### config.mk
export PLATFORM = sky130hd
export DESIGN_NAME = charger_supervisor_policy_top
export DESIGN_NICKNAME = d
export VERILOG_FILES = /design/src/hdl/csp_pkg.sv /design/src/hdl/csp_policy.sv /design/src/hdl/charger_supervisor_policy_top.sv
export SDC_FILE = /design/constraint.sdc
export NUM_CORES = 1
export LEC_CHECK = 0
export BUFFER_PORTS_ARGS = -buffer_cell sky130_fd_sc_hd__buf_2
export CAP_MARGIN = 5
export CORE_MARGIN = 4
export CORE_UTILIZATION = 55
export DETAILED_ROUTE_END_ITERATION = 10
export PLACE_DENSITY = 0.83
export SLEW_MARGIN = 30
export SYNTH_ARGS = -nofsm -noshare
export SYNTH_HDL_FRONTEND = slang
export SYNTH_SLANG_ARGS = --single-unit
### constraint.sdc
create_clock -name clk_i -period 23.3 [get_ports clk_i]
set_input_delay 4.66 -clock clk_i [delete_from_list [all_inputs] [get_ports clk_i]]
set_output_delay 4.66 -clock clk_i [all_outputs]
set_load 0.02 [all_outputs]
### src/hdl/csp_pkg.sv
// Shared types, constants and register indexes for the charger supervisor policy block.
package csp_pkg;

  // Thermistor conversion width; levels and samples compare on these low bits.
  localparam int unsigned AdcBits = 12;
  localparam logic [11:0] AdcMask = 12'((64'd1 << AdcBits) - 64'd1);

  localparam logic [14:0] PortVoltageOkMv = 15'd5000;
  localparam logic [10:0] MaxLimitMa      = 11'd1500;
  localparam logic [10:0] MinLimitMa      = 11'd100;
  localparam logic [8:0]  GadgetMaxMa     = 9'd500;
  localparam logic [8:0]  GadgetFloorMa   = 9'd100;
  // floor(x / 50) == (x * 1311) >> 16 for every x up to 1400.
  localparam logic [10:0] CodeRecip       = 11'd1311;
  localparam int unsigned CodeShift       = 16;

  localparam logic [7:0] DevTypeDcpCdp   = 8'h60;
  localparam logic [3:0] StatusFullCode  = 4'h8;
  localparam logic [3:0] FaultThermal    = 4'h1;
  localparam logic [3:0] FaultOverVolt   = 4'h3;
  localparam logic [3:0] FaultWatchdog   = 4'h5;
  localparam logic [2:0] InputStateA     = 3'h3;
  localparam logic [2:0] InputStateB     = 3'h5;

  typedef enum logic [2:0] {
    CfgColdBlock   = 3'd0,
    CfgColdRelease = 3'd1,
    CfgHotRelease  = 3'd2,
    CfgHotBlock    = 3'd3,
    CfgGadget      = 3'd4
  } cfg_idx_e;

  typedef enum logic [1:0] {
    HealthUnknown = 2'd0,
    HealthGood    = 2'd1,
    HealthFail    = 2'd2
  } health_e;

  typedef enum logic [1:0] {
    StDischarging = 2'd0,
    StNotCharging = 2'd1,
    StCharging    = 2'd2,
    StFull        = 2'd3
  } chg_status_e;

  typedef struct packed {
    logic [11:0] cold_block;
    logic [11:0] cold_release;
    logic [11:0] hot_release;
    logic [11:0] hot_block;
    logic [8:0]  gadget_ma;
  } csp_cfg_t;

  typedef struct packed {
    logic        thermal_blocked;
    logic        charge_enabled;
    logic        power_online;
    health_e     health;
    logic [10:0] limit_ma;
    logic        gadget_cleared;
  } csp_state_t;

  typedef struct packed {
    logic        suspended;
    logic        boost_active;
    logic        port_online;
    logic [14:0] port_voltage_mv;
    logic [12:0] port_current_ma;
    logic [7:0]  bc_type;
    logic        adc_valid;
    logic [11:0] adc_sample;
    logic [7:0]  charger_status;
    logic [7:0]  fault_events;
    logic [7:0]  input_state;
  } csp_item_t;

  typedef struct packed {
    logic        online;
    health_e     health;
    logic        charging;
    chg_status_e charge_status;
    logic [10:0] input_limit_ma;
    logic [4:0]  input_limit_code;
    logic        watchdog_kick;
    logic        charge_restart;
  } csp_result_t;

endpackage

### src/hdl/csp_policy.sv
// Combinational policy evaluation of one poll tick against the current state.
module csp_policy
  import csp_pkg::*;
(
  input  csp_item_t   item_i,
  input  csp_cfg_t    cfg_i,
  input  csp_state_t  state_i,
  output csp_state_t  state_o,
  output csp_result_t result_o
);

  logic [10:0] ma;
  logic [10:0] clip_ma;
  logic [8:0]  floor_ma;
  logic [11:0] adc;
  logic [3:0]  ev;
  logic [2:0]  inp;
  logic        enable;
  logic        wd;
  logic        kick;
  logic [10:0] lim;
  logic [10:0] lim_off;
  logic [21:0] code_prod;

  // Allowed input current from the port, charger type and gadget floor.
  always_comb begin
    clip_ma  = (item_i.port_current_ma > 13'(MaxLimitMa)) ? MaxLimitMa
                                                          : item_i.port_current_ma[10:0];
    floor_ma = state_i.gadget_cleared ? 9'd0 : cfg_i.gadget_ma;
    ma       = 11'd0;
    if (item_i.port_online && item_i.port_voltage_mv == PortVoltageOkMv) begin
      ma = clip_ma;
      if ((item_i.bc_type & DevTypeDcpCdp) != 8'd0) begin
        ma = MaxLimitMa;
      end else if (floor_ma > GadgetFloorMa && 11'(floor_ma) > clip_ma) begin
        ma = 11'(floor_ma);
      end
    end
  end

  always_comb begin
    adc     = item_i.adc_sample & AdcMask;
    ev      = item_i.fault_events[3:0];
    inp     = item_i.input_state[6:4];
    state_o = state_i;
    enable  = 1'b0;
    wd      = 1'b0;
    kick    = 1'b0;

    if (!item_i.suspended && !item_i.boost_active) begin
      if (ma == 11'd0) begin
        state_o.gadget_cleared = 1'b1;
      end
      state_o.power_online = (ma != 11'd0);
      if (!item_i.adc_valid) begin
        state_o.health = HealthUnknown;
      end else begin
        // Block test wins over the release window.
        if (adc <= (cfg_i.cold_block & AdcMask) || adc >= (cfg_i.hot_block & AdcMask)) begin
          state_o.thermal_blocked = 1'b1;
        end else if (adc >= (cfg_i.cold_release & AdcMask) &&
                     adc <= (cfg_i.hot_release & AdcMask)) begin
          state_o.thermal_blocked = 1'b0;
        end
        state_o.health       = state_o.thermal_blocked ? HealthFail : HealthGood;
        state_o.power_online = (ma != 11'd0) && item_i.charger_status[7];
        if (state_o.power_online && !state_o.thermal_blocked && ma >= MinLimitMa) begin
          if (ev == FaultThermal || ev == FaultOverVolt) begin
            state_o.health = HealthFail;
          end else begin
            if (ev == FaultWatchdog) begin
              state_o.charge_enabled = 1'b0;
              wd = 1'b1;
            end
            if (inp != InputStateA && inp != InputStateB) begin
              state_o.health = HealthFail;
            end else begin
              enable = 1'b1;
            end
          end
        end
      end
      if (enable) begin
        kick                   = state_o.charge_enabled;
        state_o.charge_enabled = 1'b1;
        state_o.limit_ma       = ma;
      end else begin
        state_o.charge_enabled = 1'b0;
        state_o.limit_ma       = 11'd0;
      end
    end
  end

  // Report fields, taken from the updated state.
  always_comb begin
    lim       = item_i.boost_active ? 11'd0 : state_o.limit_ma;
    lim_off   = lim - MinLimitMa;
    code_prod = 22'(lim_off) * 22'(CodeRecip);

    result_o.online         = state_o.power_online && !item_i.boost_active;
    result_o.health         = state_o.health;
    result_o.charging       = state_o.charge_enabled;
    result_o.input_limit_ma = lim;
    result_o.input_limit_code = (lim >= MinLimitMa) ? code_prod[CodeShift+4:CodeShift] : 5'd0;
    result_o.watchdog_kick  = kick;
    result_o.charge_restart = enable && wd;
    if (item_i.boost_active || !state_o.power_online) begin
      result_o.charge_status = StDischarging;
    end else if (state_o.charge_enabled) begin
      result_o.charge_status = (item_i.charger_status[3:0] == StatusFullCode) ? StFull
                                                                            : StCharging;
    end else begin
      result_o.charge_status = StNotCharging;
    end
  end

endmodule

### src/hdl/charger_supervisor_policy_top.sv
// Top level of the charger supervisor policy block: registers, handshakes and config port.
//
//  Channel  | Direction | Handshake                  | Word
//  ---------+-----------+----------------------------+-------------------------------------
//  in       | input     | in_valid_i / in_stall_o    | one poll tick (status bytes, ADC)
//  out      | output    | out_valid_o / out_stall_i  | one report (health, limit, kick)
//  cfg      | input     | cfg_we_i, cfg_idx_i        | one threshold or gadget floor write
//
// Every accepted word yields exactly one report word. A word lands in the input register,
// is evaluated by one pass of the policy logic and moves into the result register once that
// register is free, from which its report is offered. One word can be accepted in every
// cycle while the output is not stalled, as in_stall_o then stays low.
// The policy state updates in the same cycle the word moves into the result register,
// so the following word already sees it.
// Reset clears the state to thermally blocked, charging off and unknown health, and loads
// the default thresholds. A stall on the output holds the result register and then backs
// up into the input register; in_stall_o rises only when both are full.
module charger_supervisor_policy_top
  import csp_pkg::*;
(
  input  logic        clk_i,
  input  logic        rst_ni,

  input  logic        in_valid_i,
  output logic        in_stall_o,
  input  logic        suspended_i,
  input  logic        boost_active_i,
  input  logic        port_online_i,
  input  logic [14:0] port_voltage_mv_i,
  input  logic [12:0] port_current_ma_i,
  input  logic [7:0]  bc_type_i,
  input  logic        adc_valid_i,
  input  logic [11:0] adc_sample_i,
  input  logic [7:0]  charger_status_i,
  input  logic [7:0]  fault_events_i,
  input  logic [7:0]  input_state_i,

  output logic        out_valid_o,
  input  logic        out_stall_i,
  output logic        online_o,
  output logic [1:0]  health_o,
  output logic        charging_o,
  output logic [1:0]  charge_status_o,
  output logic [10:0] input_limit_ma_o,
  output logic [4:0]  input_limit_code_o,
  output logic        watchdog_kick_o,
  output logic        charge_restart_o,

  input  logic        cfg_we_i,
  input  logic [2:0]  cfg_idx_i,
  input  logic [11:0] cfg_data_i
);

  csp_cfg_t    cfg_q;
  csp_state_t  state_q, state_d;
  csp_item_t   item_q;
  csp_result_t result_q, result_d;
  logic        item_valid_q;
  logic        out_valid_q;
  logic        out_free;
  logic        advance;
  logic        in_accept;

  // The result register frees up when empty or when its word is taken.
  assign out_free   = !out_valid_q || !out_stall_i;
  assign advance    = item_valid_q && out_free;
  assign in_stall_o = item_valid_q && !out_free;
  assign in_accept  = in_valid_i && !in_stall_o;

  always_ff @(posedge clk_i or negedge rst_ni) begin
    if (!rst_ni) begin
      item_valid_q <= 1'b0;
      out_valid_q  <= 1'b0;
    end else begin
      if (in_accept) begin
        item_valid_q <= 1'b1;
      end else if (advance) begin
        item_valid_q <= 1'b0;
      end
      if (advance) begin
        out_valid_q <= 1'b1;
      end else if (!out_stall_i) begin
        out_valid_q <= 1'b0;
      end
    end
  end

  always_ff @(posedge clk_i) begin
    if (in_accept) begin
      item_q.suspended       <= suspended_i;
      item_q.boost_active    <= boost_active_i;
      item_q.port_online     <= port_online_i;
      item_q.port_voltage_mv <= port_voltage_mv_i;
      item_q.port_current_ma <= port_current_ma_i;
      item_q.bc_type         <= bc_type_i;
      item_q.adc_valid       <= adc_valid_i;
      item_q.adc_sample      <= adc_sample_i;
      item_q.charger_status  <= charger_status_i;
      item_q.fault_events    <= fault_events_i;
      item_q.input_state     <= input_state_i;
    end
    if (advance) begin
      result_q <= result_d;
    end
  end

  csp_policy u_policy (
    .item_i   (item_q),
    .cfg_i    (cfg_q),
    .state_i  (state_q),
    .state_o  (state_d),
    .result_o (result_d)
  );

  // Policy state and configuration. The user must write only while the block is idle, so a
  // gadget write that re-arms the floor never meets a tick; the block does not enforce it.
  always_ff @(posedge clk_i or negedge rst_ni) begin
    if (!rst_ni) begin
      cfg_q.cold_block      <= 12'd400;
      cfg_q.cold_release    <= 12'd800;
      cfg_q.hot_release     <= 12'd2800;
      cfg_q.hot_block       <= 12'd3200;
      cfg_q.gadget_ma       <= 9'd0;
      state_q.thermal_blocked <= 1'b1;
      state_q.charge_enabled  <= 1'b0;
      state_q.power_online    <= 1'b0;
      state_q.health          <= HealthUnknown;
      state_q.limit_ma        <= 11'd0;
      state_q.gadget_cleared  <= 1'b0;
    end else begin
      if (advance) begin
        state_q <= state_d;
      end else if (cfg_we_i) begin
        unique case (cfg_idx_e'(cfg_idx_i))
          CfgColdBlock:   cfg_q.cold_block   <= cfg_data_i;
          CfgColdRelease: cfg_q.cold_release <= cfg_data_i;
          CfgHotRelease:  cfg_q.hot_release  <= cfg_data_i;
          CfgHotBlock:    cfg_q.hot_block    <= cfg_data_i;
          CfgGadget: begin
            // Floors whose low nine bits exceed the maximum are dropped and do not re-arm.
            if (cfg_data_i[8:0] <= GadgetMaxMa) begin
              cfg_q.gadget_ma        <= cfg_data_i[8:0];
              state_q.gadget_cleared <= 1'b0;
            end
          end
          default: ;
        endcase
      end
    end
  end

  assign out_valid_o        = out_valid_q;
  assign online_o           = result_q.online;
  assign health_o           = result_q.health;
  assign charging_o         = result_q.charging;
  assign charge_status_o    = result_q.charge_status;
  assign input_limit_ma_o   = result_q.input_limit_ma;
  assign input_limit_code_o = result_q.input_limit_code;
  assign watchdog_kick_o    = result_q.watchdog_kick;
  assign charge_restart_o   = result_q.charge_restart;

  // Charging is only ever enabled on a tick that found the thermal block clear.
  a_charge_not_blocked: assert property (@(posedge clk_i) disable iff (!rst_ni)
    state_q.charge_enabled |-> !state_q.thermal_blocked)
    else $error("charging enabled while thermally blocked");

  // A restart turns charging off first, so the same report cannot carry a kick.
  a_restart_no_kick: assert property (@(posedge clk_i) disable iff (!rst_ni)
    out_valid_q |-> !(result_q.charge_restart && result_q.watchdog_kick))
    else $error("restart and kick reported together");

  // Kick and restart only accompany a report with charging on.
  a_kick_needs_charging: assert property (@(posedge clk_i) disable iff (!rst_ni)
    (out_valid_q && (result_q.watchdog_kick || result_q.charge_restart)) |->
      result_q.charging)
    else $error("kick or restart without charging");

  // A live charge limit is never below the minimum programmable current.
  a_limit_floor: assert property (@(posedge clk_i) disable iff (!rst_ni)
    state_q.charge_enabled |-> (state_q.limit_ma >= MinLimitMa))
    else $error("charging with a limit below the minimum");

endmodule

==> results.json, run 1 <==
{
  "wirelength_um": 22100,
  "yosys-top-cells-area": "edfxtp_1, ha_1, dfrtp_1",
  "clk_pin_slew_ns": 0.07,
  "grt_pass1_wl_um": 36800,
  "worst_slack_ns": 11.67,
  "yosysMostFrequentCell": "inv_1",
  "synth_edf_count": 82,
  "min_from": "state_q[11]$_DFFE_PN0P_",
  "row_count": 49,
  "whs_path_depth": 2,
  "cpLargestDelayFamily": "compound AO/OA/AOI/OAI gates",
  "timing.slew.headroom_pct": 46.3,
  "die_area_um2": 21200,
  "timing.setup.tns_ns": 0,
  "cpMostUsedCell": "inv_1",
  "crit_arrival_ns": 11.80,
  "powerDensity_nw_per_um2": 67.1,
  "p_int_w": 0.000571,
  "ant_nets": 0,
  "synth_top_family_by_area": "adder cells",
  "start_util_pct": 56.9,
  "start_kind": "flop",
  "drt_iter0_drc": 562,
  "crit_type": "reg -> reg",
  "synth_commonest_cells": "inv_1, ha_1, nand2_1, edfxtp_1, dfrtp_1",
  "drc": 0,
  "min_delay_worst_endpoint": "state_q[11]$_DFFE_PN0P_",
  "synthesis.instances": 964,
  "p_sw_share_pct": 27.9,
  "worstPathRequired_ns": 23.47,
  "p_seq_share_pct": 45.7,
  "clockBufferDepth": 2,
  "rr_worst_depth": 40,
  "synth.area.mux_share_pct": 4.09,
  "firstDrtPassIters": 5,
  "tritoncts.num_buffers": 17,
  "io_buffers": 103,
  "synth_top_area_share_pct": 23.7,
  "fp.dieW_um": 145,
  "vias_per_cell": 5.74,
  "avgSynthCellArea_um2": 10.8,
  "crit_path_end_kind": "flop",
  "synth.distinct_cells": 71,
  "crit_fanout": 9,
  "max_stage_delay_ns": 0.74,
  "wl_per_cell_um": 16.8,
  "synth-seq-cells": 158,
  "ios": 122,
  "reg2reg_to": "input_limit_code_o[4]$_SDFFCE_PN0P_",
  "synth-adder-area-share_pct": 23.1,
  "synthFlopType": "edfxtp_1",
  "drv_cap": 0,
  "clock_latency_ns": 0.43,
  "finalNetCount": 1342,
  "ys_warn_count": 0,
  "place.gp.congestion": 0.920,
  "yosys.area_share.simple_pct": 11.6,
  "rsz0062_at_grt": "false",
  "cts_hold_buf": 0,
  "slew_violations": 0,
  "synth-compound-area-share_pct": 11.7,
  "worst-path-buf-inv": 7,
  "slowest_stage": "o311ai_2",
  "period_needed_ns": 11.63,
  "post-cts-setup-buffer-count": 0,
  "r2r_setup_slack_ns": 11.67,
  "fmax_mhz": 86.0,
  "yosysSeqAreaShare_pct": 42.2,
  "status": "completed",
  "p_switching_w": 0.000220,
  "finalSetupViolCount": 0,
  "cts_resized": 0,
  "pre_cts_ws_ns": 11.92,
  "worst-slew-pin-transition_ns": 0.805,
  "pwr-share-clk_pct": 37.4,
  "clock-sinks": 158,
  "finClkSkew_ns": 0.0132,
  "area_delta_synth_final_pct": 13.4,
  "antenna_cells": 0,
  "hpwl_um": 17100,
  "r2r_start": "item_q[54]$_DFFE_PP_",
  "ys_async_sr_fraction_pct": 48.1,
  "final_layout_size_suffix_gt1_share_pct": 19.9,
  "htree_levels": 4,
  "die_h_um": 145,
  "track_usage_pct": 21.3,
  "synth_xor_area_share_pct": 1.35,
  "root_buffer": "clkbuf_16",
  "hold_viol": 0,
  "grt_pass1_vias": 7686,
  "grt-ovfl-total": 0,
  "yosysTopAreaCell": "edfxtp_1",
  "synth_area_um2": 10400,
  "finalCritPeriodShare_pct": 49.9,
  "grt_max_degree": 77,
  "antenna_found_initial": 0,
  "vias": 7556,
  "peakVddDrop_mv": 0.0589,
  "min_path_type": "reg -> reg",
  "leakagePower_nw": 5.43,
  "coreArea_um2": 18300,
  "syn_nets": 1231,
  "tritoncts": "done",
  "p_comb_share_pct": 17.0
}
how the worst max path moves through the flow:
stage                          from                                  end  slack (ns)  cells past startpoint
6_report       item_q[54]$_DFFE_PP_  input_limit_code_o[4]$_SDFFCE_PN0P_       11.67                     40
3_3_place_gp   item_q[54]$_DFFE_PP_  input_limit_code_o[4]$_SDFFCE_PN0P_       12.22                     40
2_1_floorplan  item_q[54]$_DFFE_PP_  input_limit_code_o[4]$_SDFFCE_PN0P_       13.09                     38
5_1_grt        item_q[54]$_DFFE_PP_  input_limit_code_o[4]$_SDFFCE_PN0P_       10.94                     40
3_5_place_dp   item_q[54]$_DFFE_PP_  input_limit_code_o[4]$_SDFFCE_PN0P_       11.92                     40
4_1_cts        item_q[54]$_DFFE_PP_  input_limit_code_o[4]$_SDFFCE_PN0P_       11.89                     40
registers in the layout, indices dropped and copies added, names as in the netlist, 2 cells and up:
name,flops
cfg_q,57
charge_status_o,2
input_limit_ma_o,11
input_limit_code_o,5
item_q,58
state_q,17
health_o,2
power by group through the flow:
stage | Sequential, W | Clock [W] | Combinational, W
after floorplan | 0.000362 | 0 | 0.0000907
after global placement | 0.000364 | 0 | 0.000125
after detailed placement | 0.000366 | 0 | 0.000131
after CTS | 0.000361 | 0.000298 | 0.000134
after global routing | 0.000365 | 0.000311 | 0.000154
final | 0.000361 | 0.000295 | 0.000134
through the flow:
| stage | instances | instance area (µm²) | hold WS, ns | total power (W) | util, % |
|---|---|---|---|---|---|
| 3_5_place_dp | 1285 | 11200 | 0.466 | 0.000497 | 61.0 |
| 4_1_cts | 1317 | 11800 | 0.481 | 0.000794 | 64.4 |
| 5_1_grt | 1317 | 11800 | 0.503 | 0.000831 | 64.5 |
| 2_1_floorplan | 964 | 10400 | 0.442 | 0.000453 | - |
| 3_3_place_gp | 1285 | 11200 | 0.457 | 0.000489 | 61.0 |
| 6_report | 1317 | 11800 | 0.484 | 0.000791 | 64.5 |
worst min-delay path, cell delays in order (launching register included):
cell	delay [ns]
dfrtp_1	0.35
nand2_1	0.05
o31ai_1	0.05
placed cells by master (no fill, tap or decap), types with 6 or more instances in the layout:
| cell | Yosys | final |
|---|---|---|
| nand4_1 | 17 | 17 |
| nand2_1 | 90 | 90 |
| dfrtp_1 | 60 | 60 |
| o21a_1 | 6 | 6 |
| nand2b_1 | 9 | 9 |
| nor2_1 | 38 | 38 |
| xnor2_1 | 13 | 13 |
| a211oi_1 | 10 | 10 |
| nor2b_1 | 11 | 11 |
| mux2_2 | 36 | 36 |
| buf_2 | 1 | 103 |
| o31ai_1 | 9 | 9 |
| nand3_1 | 19 | 19 |
| inv_1 | 147 | 146 |
| edfxtp_1 | 82 | 82 |
| a31oi_1 | 11 | 10 |
| dfstp_2 | 16 | 16 |
| ha_1 | 137 | 137 |
| a211o_1 | 7 | 7 |
| fa_1 | 34 | 34 |
| o21ai_0 | 53 | 53 |
| clkbuf_16 | 0 | 17 |
| or3_1 | 7 | 7 |
| nor3_1 | 14 | 14 |
| inv_6 | 0 | 6 |
| a21oi_1 | 31 | 31 |
kinds of logic after synthesis:
kind of cell               Yosys count
and+or+nand+nor                    239
AOI/OAI and AO/OA                  179
adders and majority gates          171
buffers and inverters              163
DFF                                158
muxes                               38
xor gates and xnor gates            16
layout make-up:
class,instances,area (µm²)
Sequential cell,158,4380
Multi-Input combinational cell,643,5380
Tap cell,229,287
Clock buffer,17,425
Fill cell,1387,6490
Inverter,147,552
Clock inverter,15,195
Timing Repair Buffer,108,557
routing by layer:
metal	routed length (µm)	global-route usage, %	vias up
li1	-	-	3632
met1	9820	27.9	3609
met2	10600	35.1	248
met3	1050	3.71	67
met4	608	9.45	0
met5	0	0	-
Note: power is estimated with default switching activity, not from simulation.
==> run 2: changes to the inputs <==
Clock period 23.3 ns to 11.7 ns, I/O delays scaled along.
==> run 2 against run 1 <==
Clock skew down 0.0031 ns. Largest cell class unchanged. Cell area about the same. Critical path depth up 3. Highest routed layer unchanged.
==> results.json, run 2 (same netlist as run 1, synthesis figures left out) <==
{
  "drv_cap": 0,
  "top_regs": "item_q x58, cfg_q x57, state_q x17",
  "ant_nets": 0,
  "track_usage_pct": 21.5,
  "fp.dieW_um": 145,
  "io_buffers": 103,
  "htree_levels": 4,
  "grt_pass1_vias": 7781,
  "finalNetCount": 1349,
  "tritoncts.num_buffers": 17,
  "clock-sinks": 158,
  "min_path_type": "reg -> reg",
  "hpwl_um": 17300,
  "root_buffer": "clkbuf_16",
  "rsz0062_at_grt": "false",
  "slew_violations": 0,
  "top_register": "item_q",
  "peakVddDrop_mv": 0.105,
  "largest_reg_flops": 58,
  "coreArea_um2": 18300,
  "wirelength_um": 22200,
  "final_layout_size_suffix_gt1_share_pct": 20.5,
  "grt_pass1_wl_um": 37200,
  "max_stage_delay_ns": 0.54,
  "crit_type": "reg -> reg",
  "finClkSkew_ns": 0.0101,
  "vias": 7625,
  "firstDrtPassIters": 5,
  "die_area_um2": 21200,
  "ios": 122,
  "grt-ovfl-total": 0,
  "clock_latency_ns": 0.43,
  "row_count": 49,
  "drt_iter0_drc": 537,
  "drc": 0,
  "cts_hold_buf": 0,
  "worst-slew-pin-transition_ns": 0.792,
  "grt_max_degree": 77,
  "mostFrequentLayoutCells": "inv_1, ha_1, buf_2",
  "status": "completed",
  "fmax_mhz": 91.8,
  "wl_per_cell_um": 16.7,
  "crit_arrival_ns": 11.06,
  "timing.setup.tns_ns": 0,
  "timing.slew.headroom_pct": 47.2,
  "period_needed_ns": 10.89,
  "cpMostUsedCell": "inv_1",
  "finalSetupViolCount": 0,
  "die_h_um": 145,
  "worstPathRequired_ns": 11.87,
  "tritoncts": "done",
  "antenna_cells": 0,
  "leakagePower_nw": 5.44,
  "hold_viol": 0,
  "start_util_pct": 56.9,
  "slowest_stage": "fa_1",
  "clk_pin_slew_ns": 0.07,
  "start_kind": "flop",
  "timing.hold.ws_ns": 0.488,
  "crit_fanout": 9,
  "finalCritPeriodShare_pct": 93.1,
  "powerDensity_nw_per_um2": 128,
  "vias_per_cell": 5.76,
  "clockBufferDepth": 2,
  "cts_resized": 0,
  "place.gp.congestion": 0.917,
  "area_delta_synth_final_pct": 13.4,
  "post-cts-setup-buffer-count": 0,
  "antenna_found_initial": 0,
  "mostFrequentLayoutCell": "inv_1",
  "crit_path_end_kind": "flop"
}
[run 2: cell types whose count changed in the layout (fill, tap and decap cells not counted)]
cell,before,now
a2111oi_0,5,4
o21ai_0,53,52
a2111oi_1,0,1
clkinvlp_2,0,1
o21ai_4,0,1
clkinv_1,1,0
clkinvlp_4,2,1
buf_4,4,11
clkinv_2,0,3
bufinv_16,3,0
clkinv_4,0,1
[run 2: area by class of cell]
class,instances,area [µm²]
multi-input combinational,643,5400
clock inverter,15,123
sequential,158,4380
clock buffer,17,425
fill,1396,6490
timing repair buffer,115,609
tap,229,287
inverter,147,552
[run 2: final timing paths]
kind | start | to | slack, ns | cells past startpoint
max reg2reg | item_q[54]$_DFFE_PP_ | input_limit_code_o[4]$_SDFFCE_PN0P_ | 0.81 | 43
min in group asynchronous | rst_ni | cfg_q[11]$_DFFE_PN0P_ | 2.03 | 2
min reg2reg | state_q[13]$_DFFE_PN0P_ | state_q[13]$_DFFE_PN0P_ | 0.49 | 2
max | item_q[54]$_DFFE_PP_ | input_limit_code_o[4]$_SDFFCE_PN0P_ | 0.81 | 43
min | state_q[13]$_DFFE_PN0P_ | state_q[13]$_DFFE_PN0P_ | 0.49 | 2
max in group asynchronous | rst_ni | state_q[3]$_DFFE_PN0P_ | 9.18 | 2
[run 2: report_power, final]
part           internal [W]  total [W]  switching, W  leakage, nW
clock              0.000278   0.000521      0.000243        0.271
sequential         0.000675   0.000719     0.0000438         1.71
combinational      0.000118   0.000270      0.000152         3.46
[run 2: critical path, delay by kind of cell, from the launching register on]
kind / cells / cell delay [ns]
compound gates: 13 / 3.37
fa+ha+maj: 8 / 3.03
mux: 1 / 0.13
buf+inv: 8 / 0.76
flops: 1 / 0.48
xor+xnor: 1 / 0.27
simple gates: 12 / 2.55
[run 2: stage by stage]
step,util [%],power (W),instances,cell area (µm²),setup WS [ns]
finish,64.5,0.00151,1324,11800,0.808
floorplan,-,0.000902,964,10400,1.49
detailed placement,61.3,0.000994,1292,11200,0.472
CTS,64.3,0.00151,1324,11800,0.446
global route,64.5,0.00159,1324,11800,0.0821
global placement,61.3,0.000974,1292,11200,0.771
[run 2: routing by layer]
metal	global-route usage, %	up-vias	wire length [µm]
li1	-	3641	-
met1	27.7	3652	9510
met2	35.8	282	10800
met3	4.67	50	1310
met4	7.98	0	602
met5	0	-	0
